### config.mk
export PLATFORM = sky130hd
export DESIGN_NAME = ntd_div_cell
export DESIGN_NICKNAME = d
export VERILOG_FILES = /design/src/rtl/core/ntd_pkg.sv /design/src/rtl/core/ntd_div_cell.sv
export SDC_FILE = /design/constraint.sdc
export NUM_CORES = 1
export LEC_CHECK = 0
export BUFFER_PORTS_ARGS = -buffer_cell sky130_fd_sc_hd__buf_2
export CAP_MARGIN = 0
export CORE_AREA = 2 2 148 150
export CTS_CLUSTER_SIZE = 16
export DETAILED_ROUTE_END_ITERATION = 10
export DIE_AREA = 0 0 150 152
export GPL_TIMING_DRIVEN = 0
export PLACE_DENSITY = 0.72
export SYNTH_ARGS = -nofsm -noshare
export SYNTH_HDL_FRONTEND = slang
export SYNTH_SLANG_ARGS = --single-unit
### constraint.sdc
create_clock -name clk -period 5.6 [get_ports clk]
set_clock_uncertainty 0.1 [all_clocks]
set_input_delay 0.84 -clock clk [delete_from_list [all_inputs] [get_ports clk]]
set_output_delay 0.84 -clock clk [all_outputs]
set_load 0.01 [all_outputs]
### src/rtl/core/ntd_pkg.sv
// shared types, codes and constants of the note code tone decoder
`timescale 1ns / 1ps

package ntd_pkg;

  // result action codes
  localparam logic [2:0] ACT_TONE       = 3'd0;
  localparam logic [2:0] ACT_FULL_REST  = 3'd1;
  localparam logic [2:0] ACT_SHORT_REST = 3'd2;
  localparam logic [2:0] ACT_IGNORED    = 3'd3;
  localparam logic [2:0] ACT_END        = 3'd4;

  // register indexes, byte address is 4 * index
  localparam logic [2:0] REG_PWM_PERIOD  = 3'd0;
  localparam logic [2:0] REG_VOLUME      = 3'd1;
  localparam logic [2:0] REG_VOLUME_MAX  = 3'd2;
  localparam logic [2:0] REG_REF_TIME    = 3'd3;
  localparam logic [2:0] REG_PITCH_MULT  = 3'd4;
  localparam logic [2:0] REG_FREQ_OFFSET = 3'd5;
  localparam logic [2:0] REG_PRESCALE    = 3'd6;

  // melody byte codes
  localparam logic [7:0] CODE_FULL_REST  = 8'd0;
  localparam logic [7:0] CODE_SHORT_LO   = 8'd109;
  localparam logic [7:0] CODE_IGNORED_LO = 8'd120;
  localparam logic [7:0] CODE_END        = 8'd255;
  localparam logic [7:0] CODE_SHORT_BASE = 8'd108;

  // divider geometry
  localparam int QW     = 32;  // quotient bits, one per cell
  localparam int DEN_W  = 59;  // 42 bit frequency times 17 bit prescale
  localparam int FREQ_W = 42;  // Q.19 frequency
  localparam int PROD_W = 33;  // Q8.8 multiplier times Q9.8 pitch

  localparam logic [FREQ_W-1:0] FREQ_ONE = FREQ_W'(1) << 19;

  // one row moving down the divider chain
  typedef struct packed {
    logic             valid;
    logic [2:0]       action;
    logic [DEN_W-1:0] den;
    logic [DEN_W-1:0] rem;
    logic [QW-1:0]    nq;    // numerator bits shift out the top, quotient bits in the bottom
  } div_row_t;

  typedef struct packed {
    logic [2:0]  action;
    logic [31:0] reload;
    logic [15:0] duty;
    logic [31:0] dur;
    logic        last;
  } res_t;

  // octave 4 base pitches in Q9.8 Hz, order c d e f g a b c# d# f# g# a#
  function automatic logic [16:0] base_pitch(input logic [3:0] cls);
    logic [16:0] p;
    case (cls)
      4'd0:    p = 17'd66977;
      4'd1:    p = 17'd75177;
      4'd2:    p = 17'd84385;
      4'd3:    p = 17'd89403;
      4'd4:    p = 17'd100352;
      4'd5:    p = 17'd112640;
      4'd6:    p = 17'd126433;
      4'd7:    p = 17'd70958;
      4'd8:    p = 17'd79649;
      4'd9:    p = 17'd94717;
      4'd10:   p = 17'd106317;
      4'd11:   p = 17'd119337;
      default: p = 17'd0;
    endcase
    return p;
  endfunction

endpackage

### src/rtl/core/ntd_div_cell.sv
// one restoring divider cell: resolves one quotient bit per row
`timescale 1ns / 1ps

module ntd_div_cell
  import ntd_pkg::*;
(
  input  logic     clk,
  input  logic     rst,
  input  logic     en,
  input  div_row_t row_in,
  output div_row_t row_out
);

  logic [DEN_W:0]   trial;
  logic             ge;
  logic [DEN_W:0]   diff;
  div_row_t         row_next;

  always_comb begin
    trial = {row_in.rem, row_in.nq[QW-1]};
    ge    = trial >= {1'b0, row_in.den};
    diff  = trial - {1'b0, row_in.den};
    row_next        = row_in;
    row_next.rem    = ge ? diff[DEN_W-1:0] : trial[DEN_W-1:0];
    row_next.nq     = {row_in.nq[QW-2:0], ge};
  end

  always_ff @(posedge clk) begin
    if (rst) begin
      row_out.valid <= 1'b0;
    end else if (en) begin
      row_out.valid <= row_next.valid;
    end
  end

  always_ff @(posedge clk) begin
    if (en) begin
      row_out.action <= row_next.action;
      row_out.den    <= row_next.den;
      row_out.rem    <= row_next.rem;
      row_out.nq     <= row_next.nq;
    end
  end

endmodule

==> run metrics <==
Resize count post-CTS=0; nets=about 1400; crit-path max FO=4; max-cap violations=0; main flop type after synthesis=edfxtp_1; CTS tree=done; All-Layer GR Usage=0.2251; Power Density=299.9 nW/um2; min-delay src=row_out[153]$_SDFFE_PP0P_; #FFs+latches synth=around 150; reg-to-reg slack, setup=4930 ps; final core area utilization=0.5613; WHS Path Cells=2; setup bufs post-CTS=0; YS warnings=0; min Tclk post-route=about 4400 ps; HP Class=reg -> reg; first-pass GRT wire length=around 40000 um; share of cells above drive strength 1=0.3388; DP HPWL=20560 um; htree depth=4; EDFF count, synth=153; antenna-violating nets left=0; Final GP Congestion=just under 0.9; RSZ-0062 raised after global routing=no; vias in the first global route=7653; Initial DRT Pass Iterations=5; wire per inst=approximately 18 um; delay of the slowest critical-path stage=790 ps; CP top delay family=compound AO/OA/AOI/OAI gates; asr flop ratio synth=0; Final Hold Fails=0; row count=54; Mapped Area=between 9000 and 10000 um2; Remaining Overflow, GRT=0; clock tree buffer depth=2; cells along the critical path=buf_2 > inv_1 > ha_1 > nor2b_1 > o31a_1 > o21ai_0 > a2111oi_0 > o41ai_1 > a2111oi_1 > o211ai_1 > and3b_1 > o31ai_1; total core area=21350 um2; CP Capture Type=register; Reg2Reg Depth=2; Num CTS Buffers=17; initial antenna violation count=0; RR Endpoint=row_out[153]$_SDFFE_PP0P_; Synth area leaders=edfxtp_1 49%, ha_1 7.8%, mux2_4 6.2%; endpoints failing setup=0; # IOs=311; Antenna Cells=0; via count=8043; Crit path required time=5710 ps; Port Buf Inserts=310; total die area=22800 um2; top flop regs=row_out (154); CP max-delay cell=a2111oi_0; fin. max-slew vios=0; largest net degree at the start of global routing=between 90 and 100; chip height=~150 um; register area share after synthesis=0.4887; max reg flops=~150; Cells after Synth=870; DR iter-0 viols=535; Commonest cells post-synth=153 x edfxtp_1, 79 x a21oi_1, 78 x inv_1; final WL=about 27000 um; CTS sink count=~150; Worst-Skew Late Latency=430 ps; top cell type by total area after synthesis=edfxtp_1; Starting Density=0.4422; Area Growth Syn to Fin=26.93%; setup_tns=0 ps; Synth top area share=0.4866; Data arrival, critical path=4510 ps; die width=150 um; Via-to-Cell Ratio=5.387; CTS root buffer=clkbuf_16; reg2reg start=row_out[153]$_SDFFE_PP0P_; Max Freq=227.3 MHz; startpoint types=primary input; slew margin rel.=0.4605; count leader, synth=edfxtp_1; Max VDD drop=0.0002007 V; CTS clk-pin slew, worst paths=roughly 70 ps; critical path class=in -> reg; Hold Path Sink=row_out[153]$_SDFFE_PP0P_; unique cell type count in the Yosys netlist=60; Largest Register=row_out; CP Buf/Inv Count=2; number of remaining DRC errors=0; Mapped Nets=between 1000 and 1500; Post-CTS Hold Fix Bufs=0; Lkg Pwr=0.005418 uW; Least-Margin Pin Slew=788.9 ps; Avg Cell Area, Syn=10.85 um2; final worst path period share=0.7856; status=finished clean
per-stage QoR:
stage | cells | worst slack (ps) | instance area (um2) | power [uW] | hold slack [ps]
floorplan | 870 | 1804 | 9442 | 2066 | 427.9
global placement | 1460 | 962.0 | 11340 | 2389 | 372.0
detailed placement | 1461 | 940.1 | 11380 | 2407 | 388.7
CTS | 1493 | 1272 | 11980 | 3611 | 399.3
global route | 1493 | 903.3 | 11980 | 3749 | 450.8
finish | 1493 | 1201 | 11980 | 3594 | 389.3
cells in the final DEF, fill, tap and decap left out, types with 9 or more instances in the layout:
cell,netlist,final
a21o_1,25,25
a21oi_1,79,79
a31oi_1,14,14
buf_2,14,323
clkbuf_1,23,23
clkbuf_16,0,17
edfxtp_1,153,153
ha_1,59,59
inv_1,78,78
mux2_4,39,39
nand2_1,54,54
nand3_1,35,35
nand4_1,27,27
nor2_1,33,33
nor3_1,10,10
o21a_1,9,9
o21ai_0,60,60
o21bai_1,15,15
xnor2_1,38,38
xor2_1,14,14
routing by layer:
| layer | GRT usage | part of all wire |
|---|---|---|
| met5 | 0 | 0 |
| met4 | 0.06694 | 0.020 |
| met3 | 0.04865 | 0.081 |
| met2 | 0.3829 | 0.48 |
| met1 | 0.2870 | 0.41 |
worst min-delay path, cell delays in order, from the launching register on:
cell and delay [ps]:
dfxtp_1 320, mux2i_1 60, nor2_1 70
power breakdown:
part | switching [uW] | internal, uW
clock network | 529 | 674
logic | 527 | 411
registers | 27.3 | 1430
cell families after synthesis:
family	share of synthesized area
buffers and inverters	0.05539
flip-flops	0.4887
AO/OA/AOI/OAI	0.1601
XOR/XNOR	0.04824
AND/OR/NAND/NOR	0.1007
adder cells (fa/ha/maj)	0.08031
multiplexers	0.06653
cell type report:
class / instances / area (um2)
inverter: 79 / 299.0
buffer: 44 / 224.0
fill: 1892 / 9366
multi-input combinational: 593 / 4304
timing repair buffer: 311 / 1585
tap: 280 / 350.3
sequential: 154 / 4614
clock buffer: 17 / 425.4
clock inverter: 15 / 181.4
worst max-delay path by stage:
stage	slack, ps	cells after the start	from	to
6_report	1200	12	row_in[92]	row_out[85]$_DFFE_PP_
4_1_cts	1270	12	row_in[92]	row_out[85]$_DFFE_PP_
2_1_floorplan	1800	15	row_in[31]	row_out[39]$_DFFE_PP_
3_5_place_dp	940	12	row_in[92]	row_out[85]$_DFFE_PP_
5_1_grt	900	12	row_in[92]	row_out[85]$_DFFE_PP_
3_3_place_gp	960	15	row_in[98]	row_out[43]$_DFFE_PP_
(Power assumes the default switching activity.)
