## src/rtl/core/ntd_pkg.sv

```systemverilog
// shared types, codes and constants of the note code tone decoder
`timescale 1ns / 1ps

package ntd_pkg;

  // result action codes
  localparam logic [2:0] ACT_TONE       = 3'd0;
  localparam logic [2:0] ACT_FULL_REST  = 3'd1;
  localparam logic [2:0] ACT_SHORT_REST = 3'd2;
  localparam logic [2:0] ACT_IGNORED    = 3'd3;
  localparam logic [2:0] ACT_END        = 3'd4;

  // register indexes, byte address is 4 * index
  localparam logic [2:0] REG_PWM_PERIOD  = 3'd0;
  localparam logic [2:0] REG_VOLUME      = 3'd1;
  localparam logic [2:0] REG_VOLUME_MAX  = 3'd2;
  localparam logic [2:0] REG_REF_TIME    = 3'd3;
  localparam logic [2:0] REG_PITCH_MULT  = 3'd4;
  localparam logic [2:0] REG_FREQ_OFFSET = 3'd5;
  localparam logic [2:0] REG_PRESCALE    = 3'd6;

  // melody byte codes
  localparam logic [7:0] CODE_FULL_REST  = 8'd0;
  localparam logic [7:0] CODE_SHORT_LO   = 8'd109;
  localparam logic [7:0] CODE_IGNORED_LO = 8'd120;
  localparam logic [7:0] CODE_END        = 8'd255;
  localparam logic [7:0] CODE_SHORT_BASE = 8'd108;

  // divider geometry
  localparam int QW     = 32;  // quotient bits, one per cell
  localparam int DEN_W  = 59;  // 42 bit frequency times 17 bit prescale
  localparam int FREQ_W = 42;  // Q.19 frequency
  localparam int PROD_W = 33;  // Q8.8 multiplier times Q9.8 pitch

  localparam logic [FREQ_W-1:0] FREQ_ONE = FREQ_W'(1) << 19;

  // one row moving down the divider chain
  typedef struct packed {
    logic             valid;
    logic [2:0]       action;
    logic [DEN_W-1:0] den;
    logic [DEN_W-1:0] rem;
    logic [QW-1:0]    nq;    // numerator bits shift out the top, quotient bits in the bottom
  } div_row_t;

  typedef struct packed {
    logic [2:0]  action;
    logic [31:0] reload;
    logic [15:0] duty;
    logic [31:0] dur;
    logic        last;
  } res_t;

  // octave 4 base pitches in Q9.8 Hz, order c d e f g a b c# d# f# g# a#
  function automatic logic [16:0] base_pitch(input logic [3:0] cls);
    logic [16:0] p;
    case (cls)
      4'd0:    p = 17'd66977;
      4'd1:    p = 17'd75177;
      4'd2:    p = 17'd84385;
      4'd3:    p = 17'd89403;
      4'd4:    p = 17'd100352;
      4'd5:    p = 17'd112640;
      4'd6:    p = 17'd126433;
      4'd7:    p = 17'd70958;
      4'd8:    p = 17'd79649;
      4'd9:    p = 17'd94717;
      4'd10:   p = 17'd106317;
      4'd11:   p = 17'd119337;
      default: p = 17'd0;
    endcase
    return p;
  endfunction

endpackage

```

## src/rtl/core/ntd_front.sv

```systemverilog
// front end: decodes the melody byte and builds the divider operands
`timescale 1ns / 1ps

module ntd_front
  import ntd_pkg::*;
#(
  parameter int CLOCK_HZ = 120000000
) (
  input  logic               clk,
  input  logic               rst,
  input  logic               en,
  input  logic               note_valid,
  input  logic [7:0]         note_code,
  input  logic [31:0]        reference_time_us,
  input  logic [15:0]        pitch_scale,
  input  logic signed [23:0] freq_offset,
  input  logic [16:0]        tone_prescale,
  output div_row_t           row_out
);

  localparam logic [63:0] NUM = 64'(CLOCK_HZ) << 19;

  // stage a: decode
  logic [7:0]  x;
  logic [15:0] x_recip;
  logic [3:0]  oct_w;
  logic [7:0]  cls_w;
  logic [7:0]  sdiv_w;
  logic [2:0]  kind_w;

  logic        a_valid;
  logic [2:0]  a_action;
  logic [3:0]  a_oct;
  logic [3:0]  a_cls;
  logic [3:0]  a_sdiv;

  // stage b: pitch product
  logic              b_valid;
  logic [2:0]        b_action;
  logic [3:0]        b_oct;
  logic [3:0]        b_sdiv;
  logic [PROD_W-1:0] b_prod;

  // stage c: frequency
  logic              c_valid;
  logic [2:0]        c_action;
  logic [3:0]        c_sdiv;
  logic [FREQ_W-1:0] c_freq;

  logic [40:0]        shifted;
  logic signed [42:0] off_ext;
  logic signed [42:0] freq_sum;
  logic [FREQ_W-1:0]  freq_next;

  logic [16:0]      pre;
  logic [DEN_W-1:0] den_tone;
  div_row_t         row_next;

  always_comb begin
    x       = note_code - 8'd1;
    x_recip = 16'(x) * 16'd171;       // floor(x / 12) for x below 108
    oct_w   = x_recip[14:11];
    cls_w   = x - (8'({oct_w, 3'b000}) + 8'({oct_w, 2'b00}));
    sdiv_w  = note_code - CODE_SHORT_BASE;
    if (note_code == CODE_END) begin
      kind_w = ACT_END;
    end else if (note_code == CODE_FULL_REST) begin
      kind_w = ACT_FULL_REST;
    end else if (note_code < CODE_SHORT_LO) begin
      kind_w = ACT_TONE;
    end else if (note_code < CODE_IGNORED_LO) begin
      kind_w = ACT_SHORT_REST;
    end else begin
      kind_w = ACT_IGNORED;
    end
  end

  // q.19 frequency, clamped to at least 1 hz
  always_comb begin
    shifted  = 41'(b_prod) << b_oct;
    off_ext  = 43'(freq_offset);
    freq_sum = $signed({2'b00, shifted}) + (off_ext <<< 11);
    if (freq_sum <= $signed(43'(FREQ_ONE))) begin
      freq_next = FREQ_ONE;
    end else begin
      freq_next = freq_sum[FREQ_W-1:0];
    end
  end

  always_comb begin
    pre      = (tone_prescale == 17'd0) ? 17'd1 : tone_prescale;
    den_tone = DEN_W'(c_freq) * DEN_W'(pre);
    row_next.valid  = c_valid;
    row_next.action = c_action;
    case (c_action)
      ACT_TONE: begin
        row_next.den = den_tone;
        row_next.rem = DEN_W'(NUM[63:32]);
        row_next.nq  = NUM[31:0];
      end
      ACT_SHORT_REST: begin
        row_next.den = DEN_W'(c_sdiv);
        row_next.rem = '0;
        row_next.nq  = reference_time_us;
      end
      default: begin
        row_next.den = DEN_W'(1);
        row_next.rem = '0;
        row_next.nq  = '0;
      end
    endcase
  end

  always_ff @(posedge clk) begin
    if (rst) begin
      a_valid       <= 1'b0;
      b_valid       <= 1'b0;
      c_valid       <= 1'b0;
      row_out.valid <= 1'b0;
    end else if (en) begin
      a_valid       <= note_valid;
      b_valid       <= a_valid;
      c_valid       <= b_valid;
      row_out.valid <= row_next.valid;
    end
  end

  always_ff @(posedge clk) begin
    if (en) begin
      a_action <= kind_w;
      a_oct    <= oct_w;
      a_cls    <= cls_w[3:0];
      a_sdiv   <= sdiv_w[3:0];

      b_action <= a_action;
      b_oct    <= a_oct;
      b_sdiv   <= a_sdiv;
      b_prod   <= PROD_W'(pitch_scale) * PROD_W'(base_pitch(a_cls));

      c_action <= b_action;
      c_sdiv   <= b_sdiv;
      c_freq   <= freq_next;

      row_out.action <= row_next.action;
      row_out.den    <= row_next.den;
      row_out.rem    <= row_next.rem;
      row_out.nq     <= row_next.nq;
    end
  end

endmodule

```

## config.mk

```make
export PLATFORM = sky130hd
export DESIGN_NAME = ntd_front
export DESIGN_NICKNAME = d
export VERILOG_FILES = /design/src/rtl/core/ntd_pkg.sv /design/src/rtl/core/ntd_front.sv
export SDC_FILE = /design/constraint.sdc
export NUM_CORES = 2
export LEC_CHECK = 0
export ABC_CLOCK_PERIOD_IN_PS = 22500
export CAP_MARGIN = 20
export CORE_MARGIN = 1.5
export CORE_UTILIZATION = 40
export CTS_CLUSTER_SIZE = 24
export DETAILED_ROUTE_END_ITERATION = 8
export DONT_BUFFER_PORTS = 1
export PLACE_DENSITY_LB_ADDON = 0.25
export SKIP_LAST_GASP = 1
export SLEW_MARGIN = 20
export SYNTH_ARGS = -nofsm -noshare
export SYNTH_HDL_FRONTEND = slang
export SYNTH_SLANG_ARGS = --single-unit
export TNS_END_PERCENT = 100
```

## constraint.sdc

```tcl
create_clock -name clk -period 22.5 [get_ports clk]
set_input_delay 2.25 -clock clk [delete_from_list [all_inputs] [get_ports clk]]
set_output_delay 2.25 -clock clk [all_outputs]
set_load 0.02 [all_outputs]
```

==> flow_summary.ini <==
[run_status]
status = completed

[clock_tree]
clkSinkCount = 224
cts_tree = yes
hold_buffers = 0
cts_resized = 0
cts_setup_buffers = 0
cts_max_level = 1
cts-root-buf = clkbuf_16
clkTransAtPathRegs_ns = 0.06
insertion_delay_ns = 0.63
cts_buffers = 28
max-clock-path-buffers = 3

[yosys]
synth_area_mm2 = 0.04404
ys.flop_type = edfxtp_1
syn_inst = 4790
synth_top_area_share_pct = 37.23
async_flop_share_pct = 0
ys_seq_area_share_pct = 14.79
ys_seq_elements = 224
ys_top_cells_by_area = fa_1 37%, edfxtp_1 14%, ha_1 9.1%
synth_edf_count = 203
synth_common_cells = 1009 x inv_1, 819 x fa_1, 759 x nand2_1
synth_top_area_cell = fa_1
synth_most_common_cell = inv_1
syn_avg_cell_area_um2 = 9.195
ys_types = 98
synth_warnings = 0

[critical_path]
path_max_fanout = 43
worstPathCellList = and2_1 > fa_1 > inv_1 > fa_1 > fa_1 > fa_1 > inv_1 > fa_1 > inv_1 > fa_1 > inv_1 > ha_1 > a21oi_1 > o211ai_1 > a31oi_1 > o22ai_1 > o21ai_1 > o211ai_1 > a2111oi_1 > nor3_1 > xnor2_1 > nor2_1
reg2reg_depth = 21
crit_type = input port to flop
r2r_slack_ns = 14.53
max_stage_delay_ns = 0.82
crit_required_ns = 22.85
rr_startpoint = c_freq[10]
arrival_ns = 9.04
critPathLaunchType = input port
r2r_end = row_out[142]
critPathSlowestCell = o21ai_1
cp-end-kind = flop
crit_top_cell = fa_1

[global_routing]
grt_overflow_total = 0
grt_max_degree = 214
use_met2_pct = 34.14
use_met1_pct = 28.08
grt_pass1_wl_um = 183400
grt_pass1_vias = 32460
grt_busiest_layer = met2
antenna_found_initial = 20
grt_use_met3_pct = 4.308
grt.total_usage_pct = 20.81

[floorplanning]
die_area_mm2 = 0.1121
io_pins = 255
die_h_um = 334.8
fp.dieW_um = 334.8
rows = 121
initial_core_util_pct = 40.41
core_mm2 = 0.1090

[route]
viasPerCell = 5.105
vias = 30900
drtIter0Drc = 1917
dr.pass1.iters = 5
drt-wirelength-per-cell_um = 18.85
drc_errors = 0
drt-total-wl_um = 114100
ant_nets = 0

[timing]
max_slew_margin_pct = 27.28
slew_viol_final = 0
fmax_mhz = 115.1
finClkSkew_ns = 0.02005
period_minus_slack_ns = 8.689
rsz0062_at_grt = false
finalSetupViolCount = 0
timing_hold_violations_final = 0
setup_tns_ns = 0
fin_crit_sh_pct = 38.62
tightestPinTransition_ns = 1.091

[layout]
register_area_mm2 = 0.006516
largest_reg_flops = 96
multi_input_area_mm2 = 0.03259
final_util_pct = 42.13
top_register = row_out
drive_above_1_share_pct = 3.300
areaGrowthSynthToFinish_pct = 4.272
largestRegisters = row_out: 96 flops, c_freq: 42 flops, b_prod: 33 flops
nFillCells = 10820
num-nets-final = 5856

[min_path]
holdPathEnd = c_sdiv[3]
hold_start = b_sdiv[3]
hold_depth = 0
hp-class = flop to flop

[placed_design]
portBuffers = 0
gp_congestion = 0.9148
dp_hpwl_um = 88180

[job]
cap_violations = 0
layout make-up:
class                      instances  share of cell area (%)
clock inverter                    20                  0.5857
tap                             1414                   3.852
multi-input combinational       3319                   70.97
clock buffer                      32                   1.580
antenna                            2                 0.01090
timing repair buffer              31                  0.5503
inverter                        1011                   8.263
sequential                       224                   14.19
metal layers:
metal / routed length, µm / vias to the layer above
li1: - / 14170
met1: 49810 / 15770
met2: 52950 / 780
met3: 8459 / 151
met4: 2679 / 34
met5: 214 / -
critical path, delay by kind of cell:
kind                     cells  cell delay [ns]
adder cells (fa/ha/maj)      7             3.32
buffers and inverters        4             0.19
AO/OA/AOI/OAI                7             2.63
XOR/XNOR                     1             0.21
AND/OR/NAND/NOR              3             0.43
worst max-delay path by stage:
stage | from | to | depth (start not counted)
after floorplan | tone_prescale[2] | row_out[149] | 27
after global placement | tone_prescale[5] | row_out[142] | 22
after detailed placement | tone_prescale[5] | row_out[142] | 22
after CTS | tone_prescale[5] | row_out[142] | 22
after global routing | tone_prescale[5] | row_out[142] | 22
final | tone_prescale[5] | row_out[142] | 22
metrics by stage:
| step | cells | setup slack (ns) | cell area (µm²) | hold slack, ns |
|---|---|---|---|---|
| after global placement | 5998 | 13.23 | 44900 | 0.4005 |
| after floorplan | 4841 | 13.86 | 44240 | 0.4003 |
| final | 6053 | 13.81 | 45930 | 0.4179 |
| after global routing | 6051 | 13.52 | 45920 | 0.4239 |
| after detailed placement | 5998 | 13.17 | 44900 | 0.4045 |
| after CTS | 6050 | 13.83 | 45890 | 0.4200 |
placed cells by master, fill, tap and decap left out, types with 5 or more instances in the layout:
cell type,count
nor3_1,39
o21ai_0,86
a21o_1,51
a31oi_1,20
a21oi_1,133
xor2_1,42
xnor2_1,71
nand3_1,28
nor3b_1,5
o211ai_1,13
o21a_1,26
nand4_1,19
fa_1,819
buf_4,30
nand2b_1,14
nand2_1,759
dfxtp_1,21
mux2i_1,38
mux2_2,12
or2_2,5
inv_6,5
o31ai_1,7
and2_1,395
a211oi_1,17
a21oi_2,5
nor2b_1,18
and3_1,18
o21ai_1,8
nor2_1,146
mux4_2,10
a311oi_1,5
clkbuf_16,28
nor3_2,9
inv_1,1009
conb_1,52
edfxtp_1,203
nor4_1,17
o21bai_1,18
ha_1,321
cells by family (layout without fill, tap and decap cells):
group	after synthesis	count (layout)	synth area share, %
AOI/OAI and AO/OA	451	451	6.843
adders and majority gates	1140	1140	46.34
DFF	224	224	14.79
other	1	54	0.008514
and+or+nand+nor	1498	1498	16.21
muxes	62	62	1.750
xor gates and xnor gates	116	116	2.372
buffers and inverters	1298	1094	11.67
Power is left out: the tool's default activity adds up to more than one toggle a clock period on the data nets, which glitch-free logic cannot reach.
